<file path="config.mk">
export PLATFORM = sky130hd
export DESIGN_NAME = kgoc_div
export DESIGN_NICKNAME = d
export VERILOG_FILES = /design/src/rtl/keypoint_grid_occupancy_check_defines.svh /design/src/rtl/kgoc_pkg.sv /design/src/rtl/kgoc_div.sv
export SDC_FILE = /design/constraint.sdc
export NUM_CORES = 1
export LEC_CHECK = 0
export BUFFER_PORTS_ARGS = -buffer_cell sky130_fd_sc_hd__buf_2
export CELL_PAD_IN_SITES_DETAIL_PLACEMENT = 1
export CELL_PAD_IN_SITES_GLOBAL_PLACEMENT = 1
export CORE_MARGIN = 2
export CORE_UTILIZATION = 34
export DETAILED_ROUTE_END_ITERATION = 6
export GPL_TIMING_DRIVEN = 0
export PLACE_DENSITY_LB_ADDON = 0.25
export SLEW_MARGIN = 20
export SYNTH_ARGS = -nofsm -noshare
export SYNTH_HDL_FRONTEND = slang
export SYNTH_SLANG_ARGS = --single-unit
</file>
<file path="constraint.sdc">
create_clock -name i_clk -period 7.8 [get_ports i_clk]
set_clock_uncertainty 0.15 [all_clocks]
set_input_delay 1.56 -clock i_clk [delete_from_list [all_inputs] [get_ports i_clk]]
set_output_delay 1.56 -clock i_clk [all_outputs]
set_load 0.02 [all_outputs]
</file>
<file path="src/rtl/keypoint_grid_occupancy_check_defines.svh">
// Assertion macros shared by the keypoint grid occupancy check RTL.
`ifndef KEYPOINT_GRID_OCCUPANCY_CHECK_DEFINES_SVH
`define KEYPOINT_GRID_OCCUPANCY_CHECK_DEFINES_SVH

// Consequent must hold in the same cycle as the antecedent.
`define KGOC_ASSERT_HOLDS(label, clk, rst_n, ante, cons, msg) \
    label: assert property (@(posedge clk) disable iff (!rst_n) (ante) |-> (cons)) \
        else $error(msg);

// Consequent must hold in the cycle after the antecedent.
`define KGOC_ASSERT_NEXT(label, clk, rst_n, ante, cons, msg) \
    label: assert property (@(posedge clk) disable iff (!rst_n) (ante) |=> (cons)) \
        else $error(msg);

`endif

</file>
<file path="src/rtl/kgoc_pkg.sv">
// Types and constants shared by the keypoint grid occupancy check modules.
package kgoc_pkg;

    localparam int CMD_W      = 2;
    localparam int COORD_W    = 12;
    localparam int DIM_W      = 13;
    localparam int THRESH_W   = 16;
    localparam int OCC_W      = 13;
    localparam int CFG_IDX_W  = 2;
    localparam int CFG_DATA_W = 16;

    localparam int DIV_W      = 13;
    localparam int DIV_CNT_W  = $clog2(DIV_W);

    localparam logic [CMD_W-1:0] CMD_BEGIN    = 2'd0;
    localparam logic [CMD_W-1:0] CMD_KEYPOINT = 2'd1;
    localparam logic [CMD_W-1:0] CMD_EVAL     = 2'd2;

    localparam logic [CFG_IDX_W-1:0] CFG_IMAGE_WIDTH  = 2'd0;
    localparam logic [CFG_IDX_W-1:0] CFG_IMAGE_HEIGHT = 2'd1;
    localparam logic [CFG_IDX_W-1:0] CFG_CELL_SIZE    = 2'd2;
    localparam logic [CFG_IDX_W-1:0] CFG_THRESH       = 2'd3;

    localparam logic [DIM_W-1:0]    RST_IMAGE_WIDTH  = 13'd640;
    localparam logic [DIM_W-1:0]    RST_IMAGE_HEIGHT = 13'd480;
    localparam logic [DIM_W-1:0]    RST_CELL_SIZE    = 13'd32;
    localparam logic [THRESH_W-1:0] RST_THRESH       = 16'd32768;

    typedef struct packed {
        logic             start;
        logic [DIV_W-1:0] dividend;
        logic [DIV_W-1:0] divisor;
    } t_div_req;

    typedef struct packed {
        logic             done;
        logic [DIV_W-1:0] quotient;
    } t_div_rsp;

endpackage

</file>
<file path="src/rtl/kgoc_div.sv">
// Radix-2 restoring divider, one quotient bit per cycle.
module kgoc_div (
    input  logic               i_clk,
    input  logic               i_rst_n,
    input  kgoc_pkg::t_div_req i_req,
    output kgoc_pkg::t_div_rsp o_rsp
);
    import kgoc_pkg::*;

    logic                 r_busy;
    logic                 r_done;
    logic [DIV_CNT_W-1:0] r_cnt;
    logic [DIV_W-1:0]     r_rem;
    logic [DIV_W-1:0]     r_quo;
    logic [DIV_W-1:0]     r_div;

    logic [DIV_W:0]       shifted;
    logic [DIV_W:0]       diff;
    logic                 fits;

    // The quotient register starts out holding the dividend; its top bit
    // moves into the partial remainder as each quotient bit moves in below.
    assign shifted = {r_rem, r_quo[DIV_W-1]};
    assign diff    = shifted - {1'b0, r_div};
    assign fits    = shifted >= {1'b0, r_div};

    always_ff @(posedge i_clk) begin
        if (!i_rst_n) begin
            r_busy <= 1'b0;
            r_done <= 1'b0;
            r_cnt  <= '0;
        end else begin
            r_done <= 1'b0;
            if (i_req.start) begin
                r_busy <= 1'b1;
                r_cnt  <= '0;
                r_rem  <= '0;
                r_quo  <= i_req.dividend;
                r_div  <= i_req.divisor;
            end else if (r_busy) begin
                r_rem <= fits ? diff[DIV_W-1:0] : shifted[DIV_W-1:0];
                r_quo <= {r_quo[DIV_W-2:0], fits};
                if (r_cnt == DIV_CNT_W'(DIV_W - 1)) begin
                    r_busy <= 1'b0;
                    r_done <= 1'b1;
                end else begin
                    r_cnt <= r_cnt + 1'b1;
                end
            end
        end
    end

    assign o_rsp.done     = r_done;
    assign o_rsp.quotient = r_quo;

endmodule

</file>
# ---- Yosys cells after proc, flatten, opt, wreduce, memory -nomap -nowiden
# Cells that the tools add are included.
dict set report totals {
  register_bits 45
  in_bits 29
  word_cells 27
  output_inout_bits 14
}
dict set report op_classes {
  bitwise 3
  addsub 2
  reduce_logical 6
  n_mux 8
  n_eq_ne 1
  magnitude_cmp 1
}
# operator n
set op_table {}
lappend op_table {{$mux W13} 4}
lappend op_table {{$ge A14 B13 Y1} 1}
lappend op_table {{$sub A13 B13 Y13} 1}
lappend op_table {{$reduce_and A2 Y1} 3}
lappend op_table {{$add A4 B1 Y4 const B} 1}
lappend op_table {{$eq A4 B4 Y1 const B} 1}
lappend op_table {{$mux W1} 4}
lappend op_table {{$not A1 Y1} 3}
lappend op_table {{$reduce_or A3 Y1} 1}
lappend op_table {{$reduce_bool A2 Y1} 1}
lappend op_table {{$reduce_or A2 Y1} 1}

# ---- Depth between registers and ports, before layout
# Gate-level depths: netlist of run 1.
dict set report depth {
  ltp_word 4
  ltp_mapped 11
  ltp_nobuf 10
}

# ---- Worst setup path after synthesis of run 1
# OpenSTA, ideal clock, no wires.
dict set report synth_timing {
  kind {input port to flip-flop}
  start {in i_req[26] in the netlist's numbering}
  end {reg r_quo[0], enable pin}
  t_required_ns 7.266
  slack_ns 4.678
  stages 2
  setup_time_ns 0.384
  t_arrival_ns 2.588
  cell_sequence {clkbuf_1 o21a_1}
}
dict set report synth_via {
  elab_chain_cells 2
}
# element line_no
set synth_lines {}
lappend synth_lines {{start: declaration} kgoc_div.sv:5} ;# input kgoc_pkg::t_div_req i_req,
lappend synth_lines {{$reduce_bool A2 Y1 (no line)} --}
lappend synth_lines {{$reduce_and A2 Y1 (no line)} --}
lappend synth_lines {{end signal: assignment} kgoc_div.sv:38} ;# r_quo <= i_req.dividend;
lappend synth_lines {{end signal: assignment} kgoc_div.sv:42} ;# r_quo <= {r_quo[DIV_W-2:0], fits};
lappend synth_lines {{end: declaration} kgoc_div.sv:14} ;# logic [DIV_W-1:0] r_quo;
# Every way passes these cells.
# A chain may end at the register's enable or synchronous reset.

# ---- Final worst setup path of run 1
dict set report layout_timing {
  start {reg r_quo[12]}
  end {reg r_quo[0] (data pin)}
}
dict set report layout_via {
  elab_chain_cells 3
}
# element line_no
set layout_lines {}
lappend layout_lines {{$ge A14 B13 Y1} kgoc_div.sv:25} ;# assign fits = shifted >= {1'b0, r_div};
lappend layout_lines {{$mux W13} kgoc_div.sv:40} ;# end else if (r_busy) begin
lappend layout_lines {{$mux W13} kgoc_div.sv:34} ;# if (i_req.start) begin
# Every way passes these cells. The select of a mux whose other input is x is not followed.

==> reports/summary.md, run 1 <==
The flow ran to the end, and the final reports show no timing, DRC or antenna violations. Max-cap violations in this run came to 0. Once the clock tree was built, the resizer swapped 0 gates to a different size.

The number of DRC violations after detailed-routing iteration 0 is 33, and the source-to-sink clock delay at the later pin of the worst-skew pair is 0.30 ns. The run gives 27 as the maximum number of pins on one net before global-route repair. The fraction of layout cells with a size suffix above 1 is 28.7%.

Global routing finished with a remaining overflow of 0. The initialized floorplan defines 31 standard-cell rows. The average instance in the mapped netlist occupies 11.9 sq um. For the distinct cell type count after synthesis, the log shows 39.

The tools report the kind of launch point of the worst setup path as a flip-flop. Routability-driven placement finished with a final weighted congestion of 0.790. The cell area after technology mapping was 0.00248 sq mm. The path class of the tightest hold or removal check is reg -> reg.

Fraction of the cycle the final worst path needs: 38.7%. For this configuration, the core starts out at a cell density of 34.7%. The number of nets handed over by synthesis was 253. The final-report setup violation count is 0. The share of the synthesized area in the top cell type is 47.3%, and the post-CTS clock slew at the launch and capture registers of the worst setup and hold paths is 0.09 ns. The minimum period implied by the final worst setup slack is 3.02 ns. In this run the deepest clock path goes through 2 buffers.

The logs give 43 for the top-level I/O count and 26.6% for the clock share of power. The share of the Yosys chip area taken by registers is 52.1%. Highest attainable clock frequency: 0.331 GHz. Setup repair after global routing left no endpoint under its margin.

Switching share of total power: 29.1%. Worst max-slew margin expressed relative to the limit: 53.1%. In the synthesized netlist the async set-or-reset flop fraction comes to 0%.

For this run, the number of Yosys warnings is 0. After the last flow step, the layout net total stands at 302. In this run the power spent charging and discharging nets is 0.180 mW. In this run the static leakage power is 1.20 nW. For this run, the slowest stage of the critical path takes 0.42 ns.

Measured along the x axis, the die boundary spans 89.4 um. The synthesized design spends more area on one cell type than any other, namely edfxtp_1. The H-tree was split into 2 levels.

Detailed routing inserted a total of 1,722 vias. 0 antenna diodes ended up in the layout. Yosys attributes the largest share of cell area to edfxtp_1, ha_1, mux2_2, dfxtp_1, inv_1. The top cell types in the final layout, fill and taps aside, are buf_2, edfxtp_1, inv_1. The average wire per standard cell was 14.6 um; the register bit total from synthesis was 45. The cell-internal power came out at 0.437 mW.

The critical path goes through inv_1 -> ha_1 -> inv_1 -> fa_1 -> a21o_1 -> a221oi_2 -> o221a_4 -> o21ai_4 -> buf_8 -> mux2_2. The tools report the arrival time of data at the critical path endpoint as 2.93 ns. Most frequent cell on the critical path: inv_1. The growth of design area from synthesis to finish is 17.7%. The critical path in this run is classified as reg -> reg.

The tools report the count of clock tree sinks as 45. For the final count of hold timing violations, the log shows 0. TritonCTS built the clock tree.

The detail route stage leaves a number of antenna-violating nets equal to 0. CTS placed an instance of clkbuf_8 at the clock tree root. The run gives 8900 um as the wire length of the first global-routing pass.

For this design the ratio of total power to cell area is 211 mW/mm^2. At the pin with the least slew margin, the transition time is 0.704 ns. The tools report the sum of negative setup slack as 0 ns.

The total wire length after detailed routing is 5200 um, and the max-slew violation total from the final report is 0. The core area was 0.00714 sq mm; the half-perimeter wire length after placement was 3860 um. STA classifies the critical path endpoint as a flip-flop.

The library cell used most frequently in the layout, excluding fill and tap cells, is buf_2. Among all flip-flop cells after synthesis, the most frequent one is edfxtp_1. Per report_power, the sequential group accounts for 47.6% of the total.

On the critical path, the stage with the largest delay is an instance of edfxtp_1. After filler insertion, the fill cell instance count of the layout stands at 817. Across the VDD grid, the largest voltage drop is 0.0827 mV. In this run, the combinational gates consume 25.8% of the power.

The overall die height works out to 89.4 um. The number of remaining DRC errors came out at 0. Counting every instance in the synthesized netlist gives 208. The count of hold buffers inserted by post-cts repair was 0. The number of synthesized flops with an enable pin is 39, and the number of buffers added for setup after CTS is 0. The total global routing track utilization was 14.7%; the number of buffers inserted during clock tree synthesis was 5. The critical path required time was 7.71 ns; the first-pass detailed-route iteration total was 4. The via count of the first global-routing pass is 1,853, and the critical-path maximum fanout is 10. The die covers 0.00799 sq mm. The via-per-instance ratio works out to 4.82. The number of port buffers came out at 42. Once layout is complete, the utilization of the core stands at 40.8%. The number of antenna violations at the first check in global routing came out at 0.
==> synth_stat cells, drive strengths merged, types with 5 or more instances <==
master  instances
edfxtp         39
inv            21
dfxtp           6
mux2           13
nand2b          6
mux2i           7
xnor2           8
o21ai           6
o211ai          5
nor2           20
ha             15
a21oi          14
==> power by group through the flow <==
stage	sequential (mW)	clock, mW	combinational, mW
after floorplan	0.302	0	0.115
after global placement	0.299	0	0.156
after detailed placement	0.299	0	0.159
after CTS	0.294	0.169	0.160
after global routing	0.296	0.180	0.177
final	0.293	0.164	0.159
==> logic make-up (layout without fill, tap and decap cells) <==
family,count (synthesis),in the layout,share of synthesized area [%]
AO/OA/AOI/OAI,43,43,13.2
multiplexers,20,20,8.74
AND/OR/NAND/NOR,43,43,8.23
buffers and inverters,29,79,5.10
flip-flops,45,45,52.1
adder cells (fa/ha/maj),16,16,8.38
XOR/XNOR,12,12,4.24
==> registers in the layout, summed over array words and instances (netlist names) <==
name and flops:
r_rem 13, r_done 1, r_cnt 4, r_div 13, r_quo 13, r_busy 1
==> cell type report <==
type	count	area [sq um]	share of cell area, %
sequential	45	1290	44.3
tap	99	124	4.25
timing repair buffer	42	210	7.21
multi-input combinational	134	1060	36.4
buffer	8	47.5	1.63
clock inverter	1	5.00	0.172
clock buffer	7	97.6	3.35
inverter	21	78.8	2.70
==> metrics by stage <==
step | instance area (sq um) | setup slack [ns] | cells | hold slack (ns) | power [mW]
global route | 2920 | 4.63 | 357 | 0.373 | 0.652
floorplan | 2480 | 4.68 | 208 | 0.275 | 0.418
detailed placement | 2810 | 4.47 | 349 | 0.314 | 0.458
CTS | 2920 | 4.75 | 357 | 0.330 | 0.624
global placement | 2810 | 4.03 | 349 | 0.296 | 0.455
finish | 2920 | 4.78 | 357 | 0.325 | 0.616
==> worst paths after layout <==
kind | start | cells past startpoint | slack [ns] | end
hold / removal | r_busy$_SDFF_PN0_ | 2 | 0.32 | r_done$_SDFF_PP0_
setup reg to reg | r_quo[12]$_DFFE_PP_ | 10 | 4.78 | r_quo[0]$_DFFE_PP_
setup / recovery | r_quo[12]$_DFFE_PP_ | 10 | 4.78 | r_quo[0]$_DFFE_PP_
hold reg to reg | r_busy$_SDFF_PN0_ | 2 | 0.32 | r_done$_SDFF_PP0_
==> critical path: cells and delay by family (launching register included) <==
family / cells / cell delay (ns)
AO/OA/AOI/OAI: 4 / 1.08
flip-flops: 1 / 0.42
buffers and inverters: 3 / 0.32
adder cells (fa/ha/maj): 2 / 0.54
multiplexers: 1 / 0.26
==> routing by layer <==
layer,GRT usage (%),routed length [um]
met1,18.4,2350
met2,24.9,2560
met3,4.06,213
met4,4.48,73
met5,0,0
Note: power is estimated with default switching activity, not from simulation.
==> run 2: changes to the inputs <==
==> constraint.sdc (replaced) <==
create_clock -name i_clk -period 2.5 [get_ports i_clk]
set_clock_uncertainty 0.15 [all_clocks]
set_input_delay 0.5 -clock i_clk [delete_from_list [all_inputs] [get_ports i_clk]]
set_output_delay 0.5 -clock i_clk [all_outputs]
set_load 0.02 [all_outputs]
==> reports/summary.md, run 2 (same netlist as run 1, synthesis figures left out) <==
No sink is reached through more buffers than the 2 on the longest clock path. The run gives 2.41 ns as the critical path required time. The run gives 365 as the final non-filler cell total. The largest registers in the layout are r_div: 13 flops, r_quo: 13 flops, r_rem: 13 flops. TritonCTS created 5 clock buffers. Wires add up to 5410 um. Across every metal layer, demand over resource in global routing totals 14.7%. For the placed cell count, the log shows 349. The kind of cell adding the most delay to the critical path is compound AO/OA/AOI/OAI gates. The worst setup path is of the reg -> reg kind.

The clock drives 45 sinks. Among all stages on the critical path, the largest delay is contributed by edfxtp_1. Detailed routing placed a total of 2670 um of wire on met2. Setup repair after global routing could not meet its margin everywhere.

Leakage power: 1.23 nW. The top cell types in the final layout, fill and taps aside, are buf_2, edfxtp_1, inv_1. In this run the top signal layer used is met4. Relative to the synthesized area, the layout overhead comes to 22.0%.

The checks that failed: setup timing. The clock reaches the later pin of the worst-skew pair after 0.30 ns. The CTS root buffer was clkbuf_8. For the core area, the log shows 0.00714 sq mm. In this run the tool buffered the top-level ports with 42 buffer cells. For this block, wires on met1 add up to 2450 um. The run finished, with violations left.

The worst pin sits at a relative slew slack of 53.2%. Summed over all failing endpoints, the final setup total negative slack is -2.88 ns. IR analysis of the VDD net gives a maximum drop of 0.290 mV.

At the end of routability-driven placement, the weighted congestion stood at 0.827. Dividing total power by cell area gives a power density of 643 mW/mm^2. After layout, the minimum clock period comes to 2.77 ns. Final count of hold timing violations: 0. The max-slew violation total from the final report was 0. The floorplan step defined a die boundary enclosing 0.00799 sq mm. 43 I/O pins were placed. Setup violations remaining at the end of the flow were counted as 14. At the end of the flow, the number of nets in the layout was 310. The number of buffers and inverters on the critical path is 3, and the count of maximum capacitance violations is 0. The tools report the element type at the critical path end as a flip-flop. The critical-path maximum fanout works out to 10. Measured along the x axis, the die boundary spans 89.4 um. At the pin with the least slew margin, the transition time is 0.703 ns.

In this run the vertical extent of the chip is 89.4 um. On the worst path, the slowest cell contributes a delay of 0.41 ns. For the number of antenna cells inserted, the log shows 0. The maximum number of pins on one net before global-route repair is 27. The first-pass detailed-route iteration total was 4.

In the final routed layout, each cell accounts on average for 14.8 um. The run gives -0.266 ns as the final critical-path setup slack. The tools report the kind of launch point of the worst setup path as a flip-flop.

Summed over all nets, wire length on met3 after detailed routing comes to 220 um. The count of nets left with antenna violations once routing finished came out at 0. The routed layout has 1,760 vias. The via-per-instance ratio works out to 4.82. After floorplanning, the core was divided into 31 placement rows. The total overflow left after global routing is 0.

The design draws 1.94 mW. The via count of the first global-routing pass came out at 1,900. Hold repair after CTS inserted 0 buffers.

Starting utilization of the core area: 34.7%. The min-delay analysis places its worst path in the category in -> reg. The fraction of layout cells with a size suffix above 1 is 33.5%. For this run, the top clock speed supported by timing is 0.361 GHz.

The run gives 0 as the number of remaining DRC errors. The most common library cell in the layout ignoring fill and taps was buf_2. The wire-length estimate of the detail-placed layout is 3910 um. TritonCTS built the clock tree. After the first detailed-routing iteration, the DRC count stood at 26.

The first global-routing pass estimated 8900 um of wire. The number of antenna violations at the first check in global routing was 0; the post-CTS clock slew at the launch and capture registers of the worst setup and hold paths was 0.09 ns. The fraction of the cycle the final worst path needs was 111%; the arrival time of data at the critical path endpoint was 2.68 ns. The signal on the critical path passes through inv_1 -> ha_2 -> inv_2 -> fa_2 -> a21o_1 -> a221oi_4 -> o221a_4 -> o21ai_4 -> buf_8 -> mux2_4. CTS built an H-tree with a depth of 2.
==> run 2: area by class of cell <==
class / count / area, sq um
Buffer: 8 / 47.5
Clock buffer: 6 / 72.6
Clock inverter: 2 / 15.0
Fill cell: 830 / 4110
Inverter: 21 / 78.8
Multi-Input combinational cell: 134 / 1110
Sequential cell: 45 / 1290
Tap cell: 99 / 124
Timing Repair Buffer: 50 / 287
==> run 2: worst register-to-register path, delay by kind of cell, from the launching register on <==
family / cells / cell delay [ns]
muxes: 1 / 0.27
DFF: 1 / 0.41
AOI/OAI and AO/OA: 4 / 0.91
adders and majority gates: 2 / 0.52
buffers and inverters: 3 / 0.29
==> run 2: per-layer routing <==
layer	global-route usage [%]	up-vias
met5	0	-
met4	4.61	0
met3	4.43	7
met2	25.3	33
met1	17.8	852
li1	-	868
==> run 2: timing repair <==
action | CTS | global route
pin swaps | 6 | 4
resized for setup | 2 | 10
buffers inserted | 8 | 0
endpoints found under the setup margin | 14 | 14
==> run 2: worst paths after layout <==
path / from / to / slack (ns) / cells after the start
setup / recovery: r_quo[12]$_DFFE_PP_ / r_quo[0]$_DFFE_PP_ / -0.27 / 10
hold reg to reg: r_busy$_SDFF_PN0_ / r_done$_SDFF_PP0_ / 0.32 / 2
hold / removal: i_req[0] / r_div[0]$_DFFE_PP_ / 0.22 / 1
setup reg to reg: r_quo[12]$_DFFE_PP_ / r_quo[0]$_DFFE_PP_ / -0.27 / 10
==> run 2: stage by stage <==
stage,util (%),area [sq um],hold WS [ns],worst slack (ns)
4_1_cts,41.8,2990,0.209,-0.238
5_1_grt,42.4,3020,0.205,-0.364
3_5_place_dp,39.4,2820,0.308,-0.473
2_1_floorplan,-,2480,0.275,-0.317
3_3_place_gp,39.4,2810,0.297,-0.457
6_report,42.4,3020,0.216,-0.266
==> run 2: power by group <==
part	switching, mW	total (mW)	leakage [nW]	internal [mW]
clock	0.265	0.462	0.0374	0.197
sequential	0.0259	0.915	0.422	0.889
combinational	0.303	0.565	0.774	0.262
==> run 3: changes to the inputs <==
--- a/config.mk
+++ b/config.mk
@@ -10,6 +10,7 @@
 export CELL_PAD_IN_SITES_GLOBAL_PLACEMENT = 1
 export CORE_MARGIN = 2
 export CORE_UTILIZATION = 34
+export CTS_BUF_LIST = sky130_fd_sc_hd__clkbuf_2 sky130_fd_sc_hd__clkbuf_4 sky130_fd_sc_hd__clkbuf_8
 export DETAILED_ROUTE_END_ITERATION = 6
 export GPL_TIMING_DRIVEN = 0
 export PLACE_DENSITY_LB_ADDON = 0.25
==> reports/summary.md, run 3 (same netlist as run 1, synthesis figures left out) <==
The flow ran to the end, but the final reports show violations. The checks that failed: setup timing. Entering global routing, the biggest net connects 27 pins.

The run gives 4 as the first-pass detailed-route iteration total. The worst min-delay path class is in -> reg. Overall die height: 89.4 um.

TritonCTS built the clock tree. The placed cell count is 349, and the leakage power is 1.24 nW. The post-route netlist has 33.8% of its cells at a drive strength greater than 1. In the layout the commonest cells are buf_2, edfxtp_1, inv_1. The first global-routing pass estimated 8900 um of wire.

Once the floorplan was initialized, standard cells occupied 34.7% of the core. The minimum setup slack among reg-to-reg paths is -0.27 ns, and the minimum period implied by the final worst setup slack is 2.77 ns. At the pin with the least slew margin, the transition time is 0.703 ns. In this run the tightest slew margin relative to its limit is 53.1%. CTS placed an instance of clkbuf_8 at the clock tree root. The worst register-to-register path begins at r_quo[12]$_DFFE_PP_.

Dividing total power by cell area gives a power density of 645 mW/mm^2. The final count of hold timing violations was 0. The utilization after layout is 42.4%. The tree built by TritonCTS fans out to 45 sinks. The largest registers in the layout are r_div: 13 flops, r_quo: 13 flops, r_rem: 13 flops. With fillers left out, the area of the finished cells amounts to 0.00303 sq mm. The via count of the first global-routing pass was 1,900; the number of port buffers was 42. Detailed placement ended at an HPWL of 3910 um. The most common library cell in the layout ignoring fill and taps is buf_2. The post-CTS clock slew at the launch and capture registers of the worst setup and hold paths is 0.09 ns, and the fraction of the cycle the final worst path needs is 111%. The run gives 14 as the final-report setup violation count.

STA classifies the critical path endpoint as a flip-flop. For the core area, the log shows 0.00714 sq mm. The longest clock path from root to sink contains 2 buffers.

Once placement finished, the instance area stood at 0.00282 sq mm. After routing, the total negative slack on setup checks comes to -2.87 ns. The routed layout has 1,760 vias. The final critical-path setup slack was -0.268 ns. For this run, the top clock speed supported by timing is 0.361 GHz.

The logs give 2 for the number of levels the H-tree was split into and 0 for the number of remaining DRC errors. In this run, the number of DRC markers left after iteration 0 of detailed routing was 27. In this run the remaining antenna-violating nets after routing total 0. STA puts the critical path data required time at 2.41 ns. The max-slew violation total from the final report is 0, and the via-per-instance ratio is 4.82. The tools report the number of nets in the finished design as 310. The congestion estimate from routability-driven global placement came to 0.827. The horizontal die dimension was 89.4 um; the worst hold margin was 0.216 ns.

Timing endpoint of the critical path: r_quo[0]$_DFFE_PP_. After detailed routing, the total wire length is 5400 um. Max-cap violations in this run came to 0.

The finished layout holds 365 standard cells, fillers aside. The area of the die is 0.00799 sq mm. The initialized floorplan defines 31 standard-cell rows. STA puts the critical path data arrival time at 2.68 ns. Setup repair after global routing could not meet its margin everywhere. In the final routed layout, each cell accounts on average for 14.8 um.

TritonCTS created 5 clock buffers. In this run the critical register-to-register path is captured at r_quo[0]$_DFFE_PP_. The number of antenna cells inserted was 0; the count of hold buffers inserted by post-cts repair was 0.

The tools report the kind of launch point of the worst setup path as a flip-flop. Along the worst path, the maximum fanout reaches 10. The leftover overflow at the end of global routing was 0; the growth of design area from synthesis to finish was 22.2%. In the global route stage, overall resource usage came out at 14.7%. The clock reaches the later pin of the worst-skew pair after 0.30 ns.

The tools report the top-level I/O count as 43. The type of the worst setup path is reg -> reg. Number of antenna violations at the first check in global routing: 0. Depth of the worst register-to-register path: 10.

The largest voltage drop on the vdd net was 0.290 mV. The critical path starts at r_quo[12]$_DFFE_PP_.
[run 3: layout make-up]
class                      count  area [sq um]
buffer                         8          47.5
clock buffer                   6          76.3
clock inverter                 2          15.0
fill                         831          4110
inverter                      21          78.8
multi-input combinational    134          1110
sequential                    45          1290
tap                           99           124
timing repair buffer          50           287
[run 3: how the worst min path moves through the flow]
stage                                 start  cells past startpoint  slack [ns]                  to
final                              i_req[0]                      1        0.22  r_div[0]$_DFFE_PP_
after CTS                          i_req[1]                      1        0.21  r_div[1]$_DFFE_PP_
after global placement    r_busy$_SDFF_PN0_                      2        0.30   r_done$_SDFF_PP0_
after floorplan           r_busy$_SDFF_PN0_                      2        0.28   r_done$_SDFF_PP0_
after detailed placement  r_busy$_SDFF_PN0_                      2        0.31   r_done$_SDFF_PP0_
after global routing               i_req[2]                      1        0.20  r_div[2]$_DFFE_PP_
[run 3: what timing repair did]
item,4_1_cts,5_1_grt
pin swaps,6,4
gates cloned,0,0
setup buffers,8,0
setup endpoints to repair,14,14
gates resized for setup,2,10
[run 3: through the flow]
step                      power [mW]  setup slack [ns]
final                           1.95            -0.268
after global routing            2.06            -0.364
after CTS                       1.95            -0.238
after detailed placement        1.43            -0.473
after global placement          1.42            -0.457
after floorplan                 1.30            -0.317
[run 3: worst max-delay path, cell delays in order (launching register included)]
cell and delay [ns]:
edfxtp_1 0.41, inv_1 0.08, ha_2 0.18, inv_2 0.04, fa_2 0.34, a21o_1 0.22, a221oi_4 0.34, o221a_4 0.26
o21ai_4 0.09, buf_8 0.17, mux2_4 0.27
[run 3: report_power, final]
part           leakage (nW)  switching (mW)  total (mW)  internal [mW]
Combinational         0.774           0.303       0.565          0.262
Clock                0.0408           0.264       0.473          0.208
Sequential            0.422          0.0259       0.915          0.889
Total                  1.24           0.594        1.95           1.36
[run 3: layer usage]
metal	wire, um	GRT usage (%)
met5	0	0
met4	68	4.61
met3	220	4.43
met2	2680	25.3
met1	2440	17.8
